$ cat config.mk
export PLATFORM = sky130hd
export DESIGN_NAME = gsp_out_stage
export DESIGN_NICKNAME = d
export VERILOG_FILES = /design/src/design/gsp_pkg.sv /design/src/design/gsp_out_stage.sv
export SDC_FILE = /design/constraint.sdc
export NUM_CORES = 1
export LEC_CHECK = 0
export ABC_AREA = 1
export ABC_CLOCK_PERIOD_IN_PS = 2300
export BUFFER_PORTS_ARGS = -buffer_cell sky130_fd_sc_hd__buf_2
export CORE_MARGIN = 3
export CORE_UTILIZATION = 41
export CTS_BUF_LIST = sky130_fd_sc_hd__clkbuf_8
export CTS_CLUSTER_SIZE = 40
export DETAILED_ROUTE_END_ITERATION = 8
export PLACE_DENSITY = 0.8
export SYNTH_ARGS = -nofsm -noshare
export SYNTH_HDL_FRONTEND = slang
export SYNTH_SLANG_ARGS = --single-unit
$ cat constraint.sdc
create_clock -name clock -period 2.3 [get_ports clock]
set_input_delay 0.345 -clock clock [delete_from_list [all_inputs] [get_ports clock]]
set_output_delay 0.345 -clock clock [all_outputs]
set_load 0.1 [all_outputs]
$ cat src/design/gsp_pkg.sv
`timescale 1ns / 1ps

package gsp_pkg;

   // Store geometry: a cell address is {row, column}.
   localparam int MAX_WIDTH  = 32;
   localparam int MAX_HEIGHT = 32;
   localparam int XW         = 5;
   localparam int YW         = 5;
   localparam int AW         = XW + YW;
   localparam int CELLS      = MAX_WIDTH * MAX_HEIGHT;
   localparam int DW         = 11;
   localparam int LW         = 10;
   localparam int CW         = 6;

   localparam logic [DW-1:0] DIST_INF = '1;

   // Request modes.
   localparam logic [1:0] MODE_LOAD  = 2'd0;
   localparam logic [1:0] MODE_SOLVE = 2'd1;
   localparam logic [1:0] MODE_STEP  = 2'd2;

   // Result kinds.
   localparam logic KIND_SOLVE = 1'b0;
   localparam logic KIND_STEP  = 1'b1;

   // Status codes.
   localparam logic [1:0] ST_OK          = 2'd0;
   localparam logic [1:0] ST_UNREACHABLE = 2'd1;
   localparam logic [1:0] ST_BAD_END     = 2'd2;
   localparam logic [1:0] ST_BAD_STEP    = 2'd3;

   // Neighbor order during relaxation.
   localparam logic [1:0] DIR_UP    = 2'd0;
   localparam logic [1:0] DIR_DOWN  = 2'd1;
   localparam logic [1:0] DIR_LEFT  = 2'd2;
   localparam logic [1:0] DIR_RIGHT = 2'd3;

   // Register indexes.
   localparam logic REG_WIDTH  = 1'b0;
   localparam logic REG_HEIGHT = 1'b1;

   typedef struct packed {
      logic [CW-1:0] width;
      logic [CW-1:0] height;
   } cfg_type;

   typedef struct packed {
      logic [1:0]    mode;
      logic [XW-1:0] cell_x;
      logic [YW-1:0] cell_y;
      logic          cell_blocked;
      logic [XW-1:0] start_x;
      logic [YW-1:0] start_y;
      logic [XW-1:0] end_x;
      logic [YW-1:0] end_y;
      logic [LW-1:0] step_index;
   } req_item_type;

   typedef struct packed {
      logic          result_kind;
      logic [1:0]    status;
      logic [LW-1:0] path_length;
      logic [XW-1:0] step_x;
      logic [YW-1:0] step_y;
   } result_type;

   typedef struct packed {
      logic          blocked;
      logic [DW-1:0] distance;
      logic [AW-1:0] pred;
   } cell_word_type;

endpackage

$ cat src/design/gsp_out_stage.sv
`timescale 1ns / 1ps

module gsp_out_stage import gsp_pkg::*; (
   input  logic       clock,
   input  logic       reset,
   input  logic       push,
   input  result_type push_item,
   output logic       push_ready,
   output logic       rsp_valid,
   input  logic       rsp_ready,
   output result_type rsp_item
);

   logic       valid_ff;
   result_type item_ff;

   assign push_ready = !valid_ff || rsp_ready;
   assign rsp_valid  = valid_ff;
   assign rsp_item   = item_ff;

   // Output register: holds one result item until the sink takes it.
   always_ff @(posedge clock) begin
      if (reset) begin
         valid_ff <= 1'b0;
      end else if (push_ready) begin
         valid_ff <= push;
      end
   end

   always_ff @(posedge clock) begin
      if (push && push_ready) begin
         item_ff <= push_item;
      end
   end

endmodule

==> impl_metrics.ini <==
[setup_path]
rr_startpoint = rsp_valid
crit_type = flip-flop to output port
cp_num_cells = 2
crit_end = push_ready
worstPathRequired_ps = 1960
r2r-end = rsp_item[17]
cp_num_buf_inv = 1
cp-startpoint = rsp_valid
cp-start-kind = flip-flop
crit_arrival_ps = 1100
crit_family = buffers and inverters
crit_fanout = 3
slowest_stage = buf_2
max_stage_delay_ps = 420
critPathCaptureType = output port
r2r_cells = 2
r2r_slack_ps = 1220
path_cells = nand2_2 > buf_2

[grt]
grt_pass1_vias = 470
grt_pass1_wl_um = 1990
grt-ovfl-total = 0
grt_start_max_net_pins = 24
antenna_found_initial = 0
grt_use_total = 0.110

[synthesis]
syn-num-nets = 56
synth_area_um2 = 738
yosys.area.top_type = edfxtp_1
postSynthRegisterBits = 24
yosysSeqAreaShare = 0.963
synthArstFlopShare = 0
ys_types = 7
synthCells = 29
synth_area_per_cell_um2 = 25.5
ys.flop_type = edfxtp_1
synth_enable_flop_cells = 23
synth_warnings = 0
synth_top_area_share = 0.936
ys_top_cells_by_area = edfxtp_1, dfxtp_1, a21oi_2, nand2_2, a21oi_1
yosysMostFrequentCell = edfxtp_1

[sta]
holdWs_ps = 247
setup_violations = 0
rsz0062_at_grt = false
post-route-min-period_ps = 1440
fin_skew_ps = 3.81
fmax_mhz = 692
maxSlewHeadroom = 0.673
final_hold_viol_count = 0
finalSetupTns_ps = 0
slew_violations = 0
period_share = 0.628
worst_pin_slew_ps = 493

[pwr]
switchingPower_mw = 0.326
p_per_area_nw_per_um2 = 915
p_int_mw = 0.662
leakagePower_nw = 0.478
p_seq_frac = 0.521
swShare = 0.330
ir_worst_vdd_mv = 0.506
p_clk_frac = 0.233
pwr-share-comb = 0.247

[detailed_routing]
vias = 456
routed_wirelength_um = 1250
drc = 0
viasPerCell = 4.18
wire_per_inst_um = 11.5
drt-initial-drc-count = 5
postRouteAntennaNets = 0
drt_first_pass_iters = 2

[hold_path]
min_from = reset
hp-class = input pin to flip-flop

[clock_tree]
clkSinkCount = 24
ctsRootBufferMaster = clkbuf_8
cts_setup_buffers = 0
htreeDepth = 1
cts_tree = yes
hold_buffers = 0
clkLatencyLatePin_ps = 250
cts_buffers = 3
cts_max_path_buffers = 2
cts_resized = 0
clkTransAtPathRegs_ps = 70

[die]
core.rowCount = 14
io_pins = 52
fp.dieH_um = 48.4
core_region_area_um2 = 1590
initial_utilization = 0.463
die_width_um = 48.4
fp.dieArea_um2 = 2350

[run_status]
status = completed

[final_layout]
antenna_cells = 0
fill_cells = 112
area_delta_synth_final_pct = 46.3
drive_above_1_share = 0.694
final_net_count = 113

[placement]
place.gp.congestion = 0.730
io_buffers = 51

[run]
cap_violations = 0
## state kept, by name (all words and copies together), names as in the netlist
name / cells
rsp_item: 23
rsp_valid: 1
## power by group through the flow
stage	clock network (mW)	registers, mW	logic, mW
finish	0.230	0.514	0.244
global route	0.258	0.516	0.251
CTS	0.235	0.515	0.245
detailed placement	0	0.525	0.245
global placement	0	0.524	0.244
floorplan	0	0.705	0.0172
## layer usage
metal,share of wire,track usage,wire [µm]
met2,0.58,0.227,727
met4,0,0.0427,0
met1,0.32,0.0977,396
met3,0.10,0.0307,130
met5,0,0,0
## per-stage QoR
stage | instances | power (mW) | setup slack (ps) | cell area (µm²) | utilization
finish | 109 | 0.988 | 855 | 1080 | 0.677
global route | 109 | 1.02 | 809 | 1080 | 0.677
CTS | 109 | 0.995 | 850 | 1080 | 0.677
detailed placement | 105 | 0.770 | 1010 | 1030 | 0.649
global placement | 105 | 0.767 | 1020 | 1030 | 0.649
floorplan | 29 | 0.723 | 393 | 742 | -
## logic make-up after synthesis
kind of cell / share of synthesized area
flops: 0.963
buf+inv: 0.0102
compound gates: 0.0186
simple gates: 0.00848
## worst min path at each step
stage                 to  depth (start not counted)
2_1_floorplan  rsp_valid                          1
3_3_place_gp   rsp_valid                          2
3_5_place_dp   rsp_valid                          2
4_1_cts        rsp_valid                          2
5_1_grt        rsp_valid                          2
6_report       rsp_valid                          2
## worst register-to-register path: stages (launching register included)
cell and delay, ps:
dfxtp_1 340, a21oi_2 130, buf_4 280
## cell usage in the layout, fill, tap and decap left out, drive strengths merged
| master | n |
|---|---|
| clkbuf | 3 |
| buf | 52 |
| edfxtp | 23 |
| dfxtp | 1 |
| inv | 3 |
| nand2 | 1 |
| a21oi | 2 |
## area by class of cell
class | instances | area [µm²] | share of cell area
sequential | 24 | 711 | 0.658
multi-input combinational | 3 | 23.8 | 0.0220
inverter | 2 | 7.51 | 0.00695
timing repair buffer | 52 | 263 | 0.243
clock inverter | 1 | 3.75 | 0.00348
tap | 24 | 30.0 | 0.0278
clock buffer | 3 | 41.3 | 0.0382
(Power assumes the default switching activity.)
