**config.mk**
```make
export PLATFORM = sky130hd
export DESIGN_NAME = gsp_csr
export DESIGN_NICKNAME = d
export VERILOG_FILES = /design/src/design/gsp_pkg.sv /design/src/design/gsp_csr.sv
export SDC_FILE = /design/constraint.sdc
export NUM_CORES = 1
export LEC_CHECK = 0
export BUFFER_PORTS_ARGS = -buffer_cell sky130_fd_sc_hd__buf_4
export CAP_MARGIN = 20
export CORE_ASPECT_RATIO = 0.8
export CORE_MARGIN = 2
export CORE_UTILIZATION = 35
export DETAILED_ROUTE_END_ITERATION = 7
export PLACE_DENSITY = 0.83
export SYNTH_ARGS = -nofsm -noshare
export SYNTH_HDL_FRONTEND = slang
export SYNTH_SLANG_ARGS = --single-unit
```
**constraint.sdc**
```tcl
create_clock -name clock -period 1 [get_ports clock]
set_input_delay 0.2 -clock clock [delete_from_list [all_inputs] [get_ports clock]]
set_output_delay 0.2 -clock clock [all_outputs]
set_load 0.01 [all_outputs]
```
**src/design/gsp_pkg.sv**
```systemverilog
`timescale 1ns / 1ps

package gsp_pkg;

   // Store geometry: a cell address is {row, column}.
   localparam int MAX_WIDTH  = 32;
   localparam int MAX_HEIGHT = 32;
   localparam int XW         = 5;
   localparam int YW         = 5;
   localparam int AW         = XW + YW;
   localparam int CELLS      = MAX_WIDTH * MAX_HEIGHT;
   localparam int DW         = 11;
   localparam int LW         = 10;
   localparam int CW         = 6;

   localparam logic [DW-1:0] DIST_INF = '1;

   // Request modes.
   localparam logic [1:0] MODE_LOAD  = 2'd0;
   localparam logic [1:0] MODE_SOLVE = 2'd1;
   localparam logic [1:0] MODE_STEP  = 2'd2;

   // Result kinds.
   localparam logic KIND_SOLVE = 1'b0;
   localparam logic KIND_STEP  = 1'b1;

   // Status codes.
   localparam logic [1:0] ST_OK          = 2'd0;
   localparam logic [1:0] ST_UNREACHABLE = 2'd1;
   localparam logic [1:0] ST_BAD_END     = 2'd2;
   localparam logic [1:0] ST_BAD_STEP    = 2'd3;

   // Neighbor order during relaxation.
   localparam logic [1:0] DIR_UP    = 2'd0;
   localparam logic [1:0] DIR_DOWN  = 2'd1;
   localparam logic [1:0] DIR_LEFT  = 2'd2;
   localparam logic [1:0] DIR_RIGHT = 2'd3;

   // Register indexes.
   localparam logic REG_WIDTH  = 1'b0;
   localparam logic REG_HEIGHT = 1'b1;

   typedef struct packed {
      logic [CW-1:0] width;
      logic [CW-1:0] height;
   } cfg_type;

   typedef struct packed {
      logic [1:0]    mode;
      logic [XW-1:0] cell_x;
      logic [YW-1:0] cell_y;
      logic          cell_blocked;
      logic [XW-1:0] start_x;
      logic [YW-1:0] start_y;
      logic [XW-1:0] end_x;
      logic [YW-1:0] end_y;
      logic [LW-1:0] step_index;
   } req_item_type;

   typedef struct packed {
      logic          result_kind;
      logic [1:0]    status;
      logic [LW-1:0] path_length;
      logic [XW-1:0] step_x;
      logic [YW-1:0] step_y;
   } result_type;

   typedef struct packed {
      logic          blocked;
      logic [DW-1:0] distance;
      logic [AW-1:0] pred;
   } cell_word_type;

endpackage

```
**src/design/gsp_csr.sv**
```systemverilog
`timescale 1ns / 1ps

module gsp_csr import gsp_pkg::*; (
   input  logic          clock,
   input  logic          reset,
   input  logic          csr_psel,
   input  logic          csr_penable,
   input  logic          csr_pwrite,
   input  logic [2:0]    csr_paddr,
   input  logic [31:0]   csr_pwdata,
   output logic [31:0]   csr_prdata,
   output logic          csr_pready,
   output cfg_type       cfg
);

   logic [CW-1:0] width_ff;
   logic [CW-1:0] height_ff;
   logic          wr_en;

   assign csr_pready = 1'b1;
   assign wr_en      = csr_psel && csr_penable && csr_pwrite && csr_pready;

   // Register writes complete in the access phase.
   always_ff @(posedge clock) begin
      if (reset) begin
         width_ff  <= CW'(32);
         height_ff <= CW'(32);
      end else if (wr_en) begin
         unique case (csr_paddr[2])
            REG_WIDTH:  width_ff  <= csr_pwdata[CW-1:0];
            REG_HEIGHT: height_ff <= csr_pwdata[CW-1:0];
            default: ;
         endcase
      end
   end

   // Read data is returned combinationally.
   always_comb begin
      unique case (csr_paddr[2])
         REG_WIDTH:  csr_prdata = {{(32-CW){1'b0}}, width_ff};
         REG_HEIGHT: csr_prdata = {{(32-CW){1'b0}}, height_ff};
         default:    csr_prdata = '0;
      endcase
   end

   assign cfg.width  = width_ff;
   assign cfg.height = height_ff;

endmodule

```
==> impl_metrics.py, run 1 <==
metrics = {
    "clocking": {
        "tritoncts": "built",
        "ctsHtreeMaxLevel": 1,
        "clkTransAtPathRegs_ns": 0.08,
        "numClockSinks": 12,
        "cts_buffers": 3,
        "clk_latency_ns": 0.27,
        "cts_root_buffer": "clkbuf_4",
        "clockBufferDepth": 2,
    },
    "sta": {
        "final-setup-viol-count": 18,
        "hold_viol_final": 0,
        "finClkSkew_ns": 0,
        "slew_viol_final": 0,
        "whs_ns": 0.208,
        "finalCritPeriodShare_pct": 119,
        "fin_crit_ns": 1.19,
        "fmax_ghz": 0.837,
        "fin_ws_ns": -0.194,
        "rsz0062_at_grt": "true",
    },
    "run_status": {
        "violations": "setup timing",
        "status": "finished, violations left",
    },
    "global_routing": {
        "antenna_found_initial": 0,
        "grt_overflow": 0,
        "grt_max_degree": 19,
        "grt_pass1_wl_um": 2620,
        "grt_pass1_vias": 563,
        "grt_use_total_pct": 12.7,
    },
    "critical_path": {
        "crit_path_end_kind": "output pin",
        "cp_max_fo": 2,
        "path_buf_inv": 1,
        "critPathTopFamily": "flip-flops",
        "crit_path_start_kind": "register",
        "cpPeakStageDelay_ns": 0.34,
        "worst_ep_required_time_ns": 0.80,
        "crit_chain": "mux2_2 > buf_6",
        "arrival_ns": 0.99,
        "crit_slowest_cell": "dfxtp_2",
        "critPathKind": "reg -> out",
    },
    "run": {
        "cap_violations": 0,
    },
    "die": {
        "dieHeight_um": 47.3,
        "core-area_um2": 2180,
        "die_w_um": 58.1,
        "pin_count": 85,
        "rows": 15,
        "dieArea_um2": 2750,
        "initial_utilization_pct": 37.6,
    },
    "detailed_routing": {
        "dr.pass1.iters": 4,
        "avgRoutedWirePerCell_um": 11.2,
        "drc": 0,
        "via_per_inst": 4.12,
        "vias": 626,
        "finalWirelength_um": 1700,
        "drtIter0Drc": 4,
        "drtAntennaViolNets": 0,
    },
    "synth": {
        "synth.distinct_cells": 13,
        "ys_seq_area_share_pct": 29.3,
        "ys_warn_count": 0,
        "synth_top_area_share_pct": 29.3,
        "syn_inst": 83,
        "yosys.area.top_type": "dfxtp_1",
        "synth_area_um2": 820,
        "syn_avg_cell_area_um2": 9.87,
        "ys_top_cells_by_area": "dfxtp_1 29%, buf_4 25%, mux2i_1 15%",
        "synth-seq-cells": 12,
    },
    "placed_design": {
        "io_buffer_count": 29,
        "dp.final_hpwl_um": 1140,
        "dpl_cell_area_um2": 928,
        "globalplace.congestion": 0.703,
        "post-place-ws_ns": -0.0555,
        "placed_cells": 132,
    },
    "cells_and_area": {
        "drive_above_1_share_pct": 54.3,
        "fill_cells": 187,
        "final_core_util_pct": 55.5,
        "area_growth_pct": 47.5,
        "instances_no_fill": 152,
        "final_nets": 168,
        "final_area_um2": 1210,
        "diodes": 0,
        "multi_input_area_um2": 447,
        "seqCellArea_um2": 255,
    },
    "power": {
        "p_per_area_nw_per_um2": 915,
        "p_leak_nw": 0.611,
        "ir_worst_vdd_v": 0.000903,
    },
    "worst_hold_path": {
        "min_path_type": "in -> reg",
    },
}
[where the power goes]
| part | leakage, nW | internal [mW] | switching (mW) |
|---|---|---|---|
| Clock | 0.0210 | 0.221 | 0.161 |
| Combinational | 0.489 | 0.113 | 0.115 |
| Sequential | 0.101 | 0.490 | 0.00687 |
[cells in the final DEF, fill, tap and decap left out]
cell	instances
and4_4	1
and4b_1	1
buf_4	18
buf_6	27
clkbuf_4	3
clkbuf_8	1
conb_1	27
dfxtp_2	12
mux2_2	4
mux2_4	2
mux2i_1	12
nand2b_1	15
nand4b_4	1
nor2_1	3
[cell usage after synthesis (all sizes together)]
cell and number:
nor2 3, dfxtp 12, conb 2, mux2 6, nand4b 1, buf 30, and4b 1, nand2b 15
and4 1, mux2i 12
[state kept, by name, summed over array words and instances (netlist names)]
register,cells
height_ff,6
width_ff,6
[kinds of logic after synthesis]
family | Yosys count | synth area share, %
simple gates | 21 | 18.3
other cells | 2 | 0.916
buf+inv | 30 | 28.5
mux | 18 | 22.9
flops | 12 | 29.3
[per-layer routing]
metal	part of all wire (%)	wire length, um	track usage [%]	vias up
li1	-	-	-	302
met1	42	717	16.1	288
met2	48	824	21.1	34
met3	8.6	147	4.68	2
met4	0.65	11	2.79	0
met5	0	0	0	-
[worst min-delay path, stage by stage]
cell,delay (ns)
buf_4,0.08
nor2_1,0.04
mux2i_1,0.12
[stage by stage]
stage	TNS (ns)	total power [mW]
floorplan	0	0.700
global placement	-0.213	0.686
global route	-2.19	1.16
detailed placement	-0.279	0.690
finish	-1.60	1.11
CTS	-1.53	1.10
[timing repair]
| action | CTS | global route |
|---|---|---|
| resized for setup | 35 | 7 |
| pin swaps | 0 | 0 |
| setup endpoints to repair | 6 | 18 |
| hold buffers | 0 | 0 |
| buffers inserted | 12 | 6 |
[worst paths after layout]
path | endpoint | slack (ns) | depth (start not counted) | start
setup / recovery | csr_prdata[3] | -0.19 | 2 | width_ff[3]
hold / removal | height_ff[5] | 0.21 | 3 | csr_pwdata[5]
setup reg to reg | height_ff[5] | 0.17 | 4 | height_ff[5]
hold reg to reg | height_ff[1] | 0.58 | 3 | height_ff[1]
[cell type report]
class | instances | share of cell area (%)
sequential | 12 | 21.1
multi-input combinational | 66 | 37.0
clock buffer | 4 | 3.00
tap | 25 | 2.59
timing repair buffer | 45 | 36.3
No activity file was read; power rests on OpenSTA's default activity.
==> run 2, diff against run 1 <==
- CORE_UTILIZATION: 35 -> 36
- CTS_BUF_LIST: unset -> sky130_fd_sc_hd__clkbuf_8
- PLACE_DENSITY: 0.83 -> 0.85
- SETUP_SLACK_MARGIN: unset -> 0.2
==> run 2 against run 1 <==
Net effect: clock power rose by 14%; register-to-register slack improved by 0.04 ns; die area fell by 2.6%; combinational power barely moved; power rose by 5.2%; sequential share of layout area fell by 0.22 points; the flow still finishes with violations (setup timing); count of clock-buffer cells in the layout fell by 1; design area rose by 1.0%; sequential power barely moved; hold slack improved by 0.030 ns.
==> impl_metrics.py, run 2 (synthesis results as in run 1) <==
metrics = {
    "critical_path": {
        "cpPeakStageDelay_ns": 0.32,
        "crit_cells": 2,
        "cp_max_fo": 2,
        "crit_path_start_kind": "register",
        "crit_chain": "mux2_4 > buf_6",
        "crit_slowest_cell": "dfxtp_2",
        "path_buf_inv": 1,
        "arrival_ns": 0.95,
        "critPathTopFamily": "flip-flops",
        "reg2reg_depth": 4,
        "worst_ep_required_time_ns": 0.80,
        "crit_path_end_kind": "output pin",
        "critPathKind": "reg -> out",
    },
    "global_routing": {
        "grt_pass1_vias": 576,
        "grt_use_total_pct": 13.4,
        "grt_overflow": 0,
        "grt_max_degree": 19,
        "grt_pass1_wl_um": 2590,
        "antenna_found_initial": 0,
    },
    "detailed_routing": {
        "drtIter0Drc": 7,
        "drc": 0,
        "via_per_inst": 4.27,
        "drtAntennaViolNets": 0,
        "avgRoutedWirePerCell_um": 12.0,
        "dr.pass1.iters": 2,
        "vias": 641,
        "finalWirelength_um": 1800,
    },
    "cells_and_area": {
        "drive_above_1_share_pct": 53.6,
        "final_nets": 167,
        "area_growth_pct": 49.0,
        "biggestRegsByFlops": "height_ff x6, width_ff x6",
        "diodes": 0,
        "seqCellArea_um2": 255,
        "instances_no_fill": 150,
        "fill_cells": 192,
        "mostFrequentLayoutCells": "27 x conb_1, 27 x buf_6, 17 x buf_4",
        "multi_input_area_um2": 462,
    },
    "sta": {
        "slew_viol_final": 0,
        "whs_ns": 0.238,
        "finalSetupTns_ns": -1.13,
        "final-setup-viol-count": 10,
        "fmax_ghz": 0.871,
        "hold_viol_final": 0,
        "finClkSkew_ns": 0,
        "fin_crit_ns": 1.15,
        "rsz0062_at_grt": "true",
        "finalCritPeriodShare_pct": 115,
        "fin_ws_ns": -0.148,
    },
    "power": {
        "ir_worst_vdd_v": 0.000569,
        "p_per_area_nw_per_um2": 953,
        "p_leak_nw": 0.616,
        "power_mw": 1.16,
    },
    "clocking": {
        "clkTransAtPathRegs_ns": 0.05,
        "numClockSinks": 12,
        "cts_buffers": 3,
        "tritoncts": "built",
        "clockBufferDepth": 2,
        "clk_latency_ns": 0.24,
        "ctsHtreeMaxLevel": 1,
        "holdBufCountCts": 0,
        "cts_root_buffer": "clkbuf_8",
    },
    "placed_design": {
        "post-place-ws_ns": -0.0566,
        "placed_cells": 132,
        "dp.final_hpwl_um": 1220,
        "globalplace.congestion": 0.670,
        "io_buffer_count": 29,
    },
    "worst_hold_path": {
        "whs_path_depth": 3,
        "min_path_type": "in -> reg",
    },
    "die": {
        "die_w_um": 57.3,
        "rows": 15,
        "dieArea_um2": 2680,
        "core-area_um2": 2160,
        "initial_utilization_pct": 38.0,
        "pin_count": 85,
        "dieHeight_um": 46.7,
    },
    "run": {
        "cap_violations": 0,
    },
    "run_status": {
        "status": "finished, violations left",
        "violations": "setup timing",
    },
}
[run 2: cell count changes in the layout (fill, tap and decap cells not counted)]
cell / delta
clkbuf_8: +2
mux2_4: +4
clkbuf_4: -3
mux2_2: -4
buf_4: -1
[run 2: tightest hold or removal path: stages]
cell,delay (ns)
buf_4,0.08
nor2_1,0.04
mux2i_1,0.11
[run 2: final cells by class]
| class | instances | share of cell area, % |
|---|---|---|
| sequential | 12 | 20.9 |
| tap | 25 | 2.56 |
| timing repair buffer | 44 | 35.3 |
| clock buffer | 3 | 3.38 |
| multi-input combinational | 66 | 37.8 |
[run 2: path summary, 6_finish.rpt]
kind | startpoint | to | slack (ns)
min reg2reg | height_ff[3] | height_ff[3] | 0.49
max reg2reg | width_ff[0] | width_ff[0] | 0.21
max | width_ff[0] | csr_prdata[0] | -0.15
min | csr_pwdata[5] | height_ff[5] | 0.24
[run 2: routing by layer]
layer | share of wire [%] | wire length [um] | vias to the layer above | global-route usage (%)
li1 | - | - | 299 | -
met4 | 0.44 | 8 | 0 | 5.58
met2 | 52 | 929 | 38 | 25.0
met5 | 0 | 0 | - | 0
met3 | 6.6 | 119 | 2 | 2.81
met1 | 41 | 743 | 302 | 15.1
[run 2: timing repair]
| action | in CTS | in global routing |
|---|---|---|
| endpoints found under the hold margin | 0 | 0 |
| resized for setup | 37 | 2 |
| cloned | 0 | 0 |
| buffers inserted | 9 | 6 |
| setup endpoints to repair | 18 | 19 |
[run 2: metrics by stage]
step	util [%]	area (um2)
after floorplan	-	945
after global placement	44.1	951
after detailed placement	44.1	951
after CTS	54.1	1170
after global routing	56.6	1220
final	56.6	1220
[run 2: report_power, final]
part	internal, mW	switching (mW)
Combinational	0.114	0.117
Sequential	0.492	0.00776
Clock	0.265	0.169
Total	0.870	0.293
==> run 3, diff against run 2 <==
- CORE_MARGIN: 2 -> 3
- GPL_TIMING_DRIVEN: unset -> 0
==> run 3 against run 2 <==
Net effect: the flow still finishes with violations (setup timing); first-iteration DRC count grew 57%; non-clock buffer count grew 31; largest cell class is now non-clock buffers; critical path depth is the same; highest routed layer unchanged; via count grew 14%; cell count grew 20%; sequential share of layout area shrank 3.9 points; power grew 8.7%; die area grew 7.9%; design area grew 23%; sequential cell count is the same.
==> impl_metrics.py, run 3 (synthesis results as in run 1) <==
metrics = {
    "detailed_routing": {
        "dr.pass1.iters": 4,
        "drtIter0Drc": 11,
        "avgRoutedWirePerCell_um": 12.1,
        "drtAntennaViolNets": 0,
        "drc": 0,
        "finalWirelength_um": 2180,
        "via_per_inst": 4.04,
        "vias": 728,
    },
    "worst_hold_path": {
        "min-delay-start": "csr_pwdata[5]",
        "min_path_type": "in -> reg",
        "min_to": "height_ff[5]",
        "whs_path_depth": 3,
    },
    "sta": {
        "fmax_ghz": 0.866,
        "rsz0062_at_grt": "true",
        "final-setup-viol-count": 10,
        "hold_viol_final": 0,
        "whs_ns": 0.238,
        "finalCritPeriodShare_pct": 115,
        "slew_viol_final": 0,
        "fin_ws_ns": -0.154,
        "fin_crit_ns": 1.15,
        "finalSetupTns_ns": -1.19,
        "finClkSkew_ns": 0,
    },
    "global_routing": {
        "grt_max_degree": 11,
        "grt_pass1_wl_um": 3350,
        "grt_pass1_vias": 733,
        "antenna_found_initial": 0,
        "grt_use_total_pct": 14.7,
        "grt_overflow": 0,
    },
    "die": {
        "pin_count": 85,
        "die_w_um": 59.3,
        "rows": 14,
        "dieHeight_um": 48.7,
        "dieArea_um2": 2890,
        "core-area_um2": 2010,
        "initial_utilization_pct": 40.7,
    },
    "power": {
        "p_switching_mw": 0.312,
        "clockPowerShare_pct": 34.1,
        "switching_share_pct": 24.7,
        "p_leak_nw": 0.794,
        "power_mw": 1.27,
        "pwr-share-comb_pct": 26.4,
        "power_frac_seq_pct": 39.5,
        "p_per_area_nw_per_um2": 845,
        "ir_worst_vdd_v": 0.000841,
        "p_int_mw": 0.953,
    },
    "clocking": {
        "clkTransAtPathRegs_ns": 0.05,
        "clk_latency_ns": 0.24,
        "numClockSinks": 12,
        "tritoncts": "built",
        "cts_buffers": 3,
        "cts_root_buffer": "clkbuf_8",
        "ctsHtreeMaxLevel": 1,
        "clockBufferDepth": 2,
    },
    "critical_path": {
        "rr_startpoint": "width_ff[5]",
        "arrival_ns": 0.95,
        "critPathKind": "reg -> out",
        "r2r_end": "width_ff[5]",
        "reg2reg_slack_ns": 0.10,
        "crit_path_start_kind": "register",
        "cp_max_fo": 2,
        "crit_start": "width_ff[4]",
        "worst_ep_required_time_ns": 0.80,
        "reg2reg_depth": 5,
        "crit_path_end_kind": "output pin",
    },
    "cells_and_area": {
        "biggestRegsByFlops": "height_ff x6, width_ff x6",
        "final_nets": 198,
        "final_core_util_pct": 74.3,
        "instances_no_fill": 180,
        "drive_above_1_share_pct": 64.1,
        "diodes": 0,
        "mostFrequentLayoutCells": "39 x buf_4, 33 x buf_6, 27 x conb_1",
        "area_growth_pct": 82.7,
        "fill_cells": 147,
        "final_common_cell": "buf_4",
    },
    "placed_design": {
        "dp.final_hpwl_um": 1430,
        "io_buffer_count": 28,
        "globalplace.congestion": 0.615,
        "placed_cells": 160,
    },
    "run_status": {
        "violations": "setup timing",
        "status": "finished, violations left",
    },
    "run": {
        "cap_violations": 0,
    },
}
-- run 3: cell count changes in the layout (fill, tap and decap cells not counted) --
cell and change:
buf_6 +6, nor2_1 -2, buf_4 +22, nor2_2 +2, buf_8 +1, buf_12 +1
buf_2 +1
-- run 3: stage by stage --
step,instance area [um2],setup slack [ns]
floorplan,945,0.145
global placement,1180,0.0439
detailed placement,1180,0.0342
CTS,1430,-0.148
global route,1500,-0.172
finish,1500,-0.154
-- run 3: repair_timing --
action,in CTS,in global routing
cloned,0,0
gates resized for setup,40,7
pin swaps,0,2
hold buffers,0,0
setup buffers,11,6
setup endpoints to repair,18,18
endpoints found under the hold margin,0,0
-- run 3: layout make-up --
class,count,area (um2),share of cell area [%]
Buffer,30,243,16.2
Clock buffer,3,41.3,2.76
Multi-Input combinational cell,66,467,31.2
Sequential cell,12,255,17.0
Tap cell,24,30.0,2.01
Timing Repair Buffer,45,462,30.8
-- run 3: routing by layer --
metal | GRT usage [%] | vias up | wire length, um
li1 | - | 364 | -
met1 | 16.2 | 324 | 823
met2 | 26.5 | 36 | 1120
met3 | 5.85 | 4 | 211
met4 | 2.26 | 0 | 29
met5 | 0 | - | 0
-- run 3: worst max path at each step --
stage,to,depth (start not counted)
after CTS,csr_prdata[4],2
after global placement,csr_prdata[0],3
final,csr_prdata[4],2
after detailed placement,csr_prdata[0],3
after floorplan,height_ff[0],4
after global routing,csr_prdata[0],2
-- run 3: power by group through the flow --
stage	clock (mW)	combinational [mW]	sequential (mW)
floorplan	0	0.199	0.511
global placement	0	0.275	0.507
detailed placement	0	0.280	0.507
CTS	0.426	0.315	0.499
global route	0.453	0.360	0.501
finish	0.431	0.335	0.500
-- run 3: worst max-delay path, stage by stage (launching register included) --
cell	delay [ns]
dfxtp_2	0.32
mux2_4	0.28
buf_6	0.12
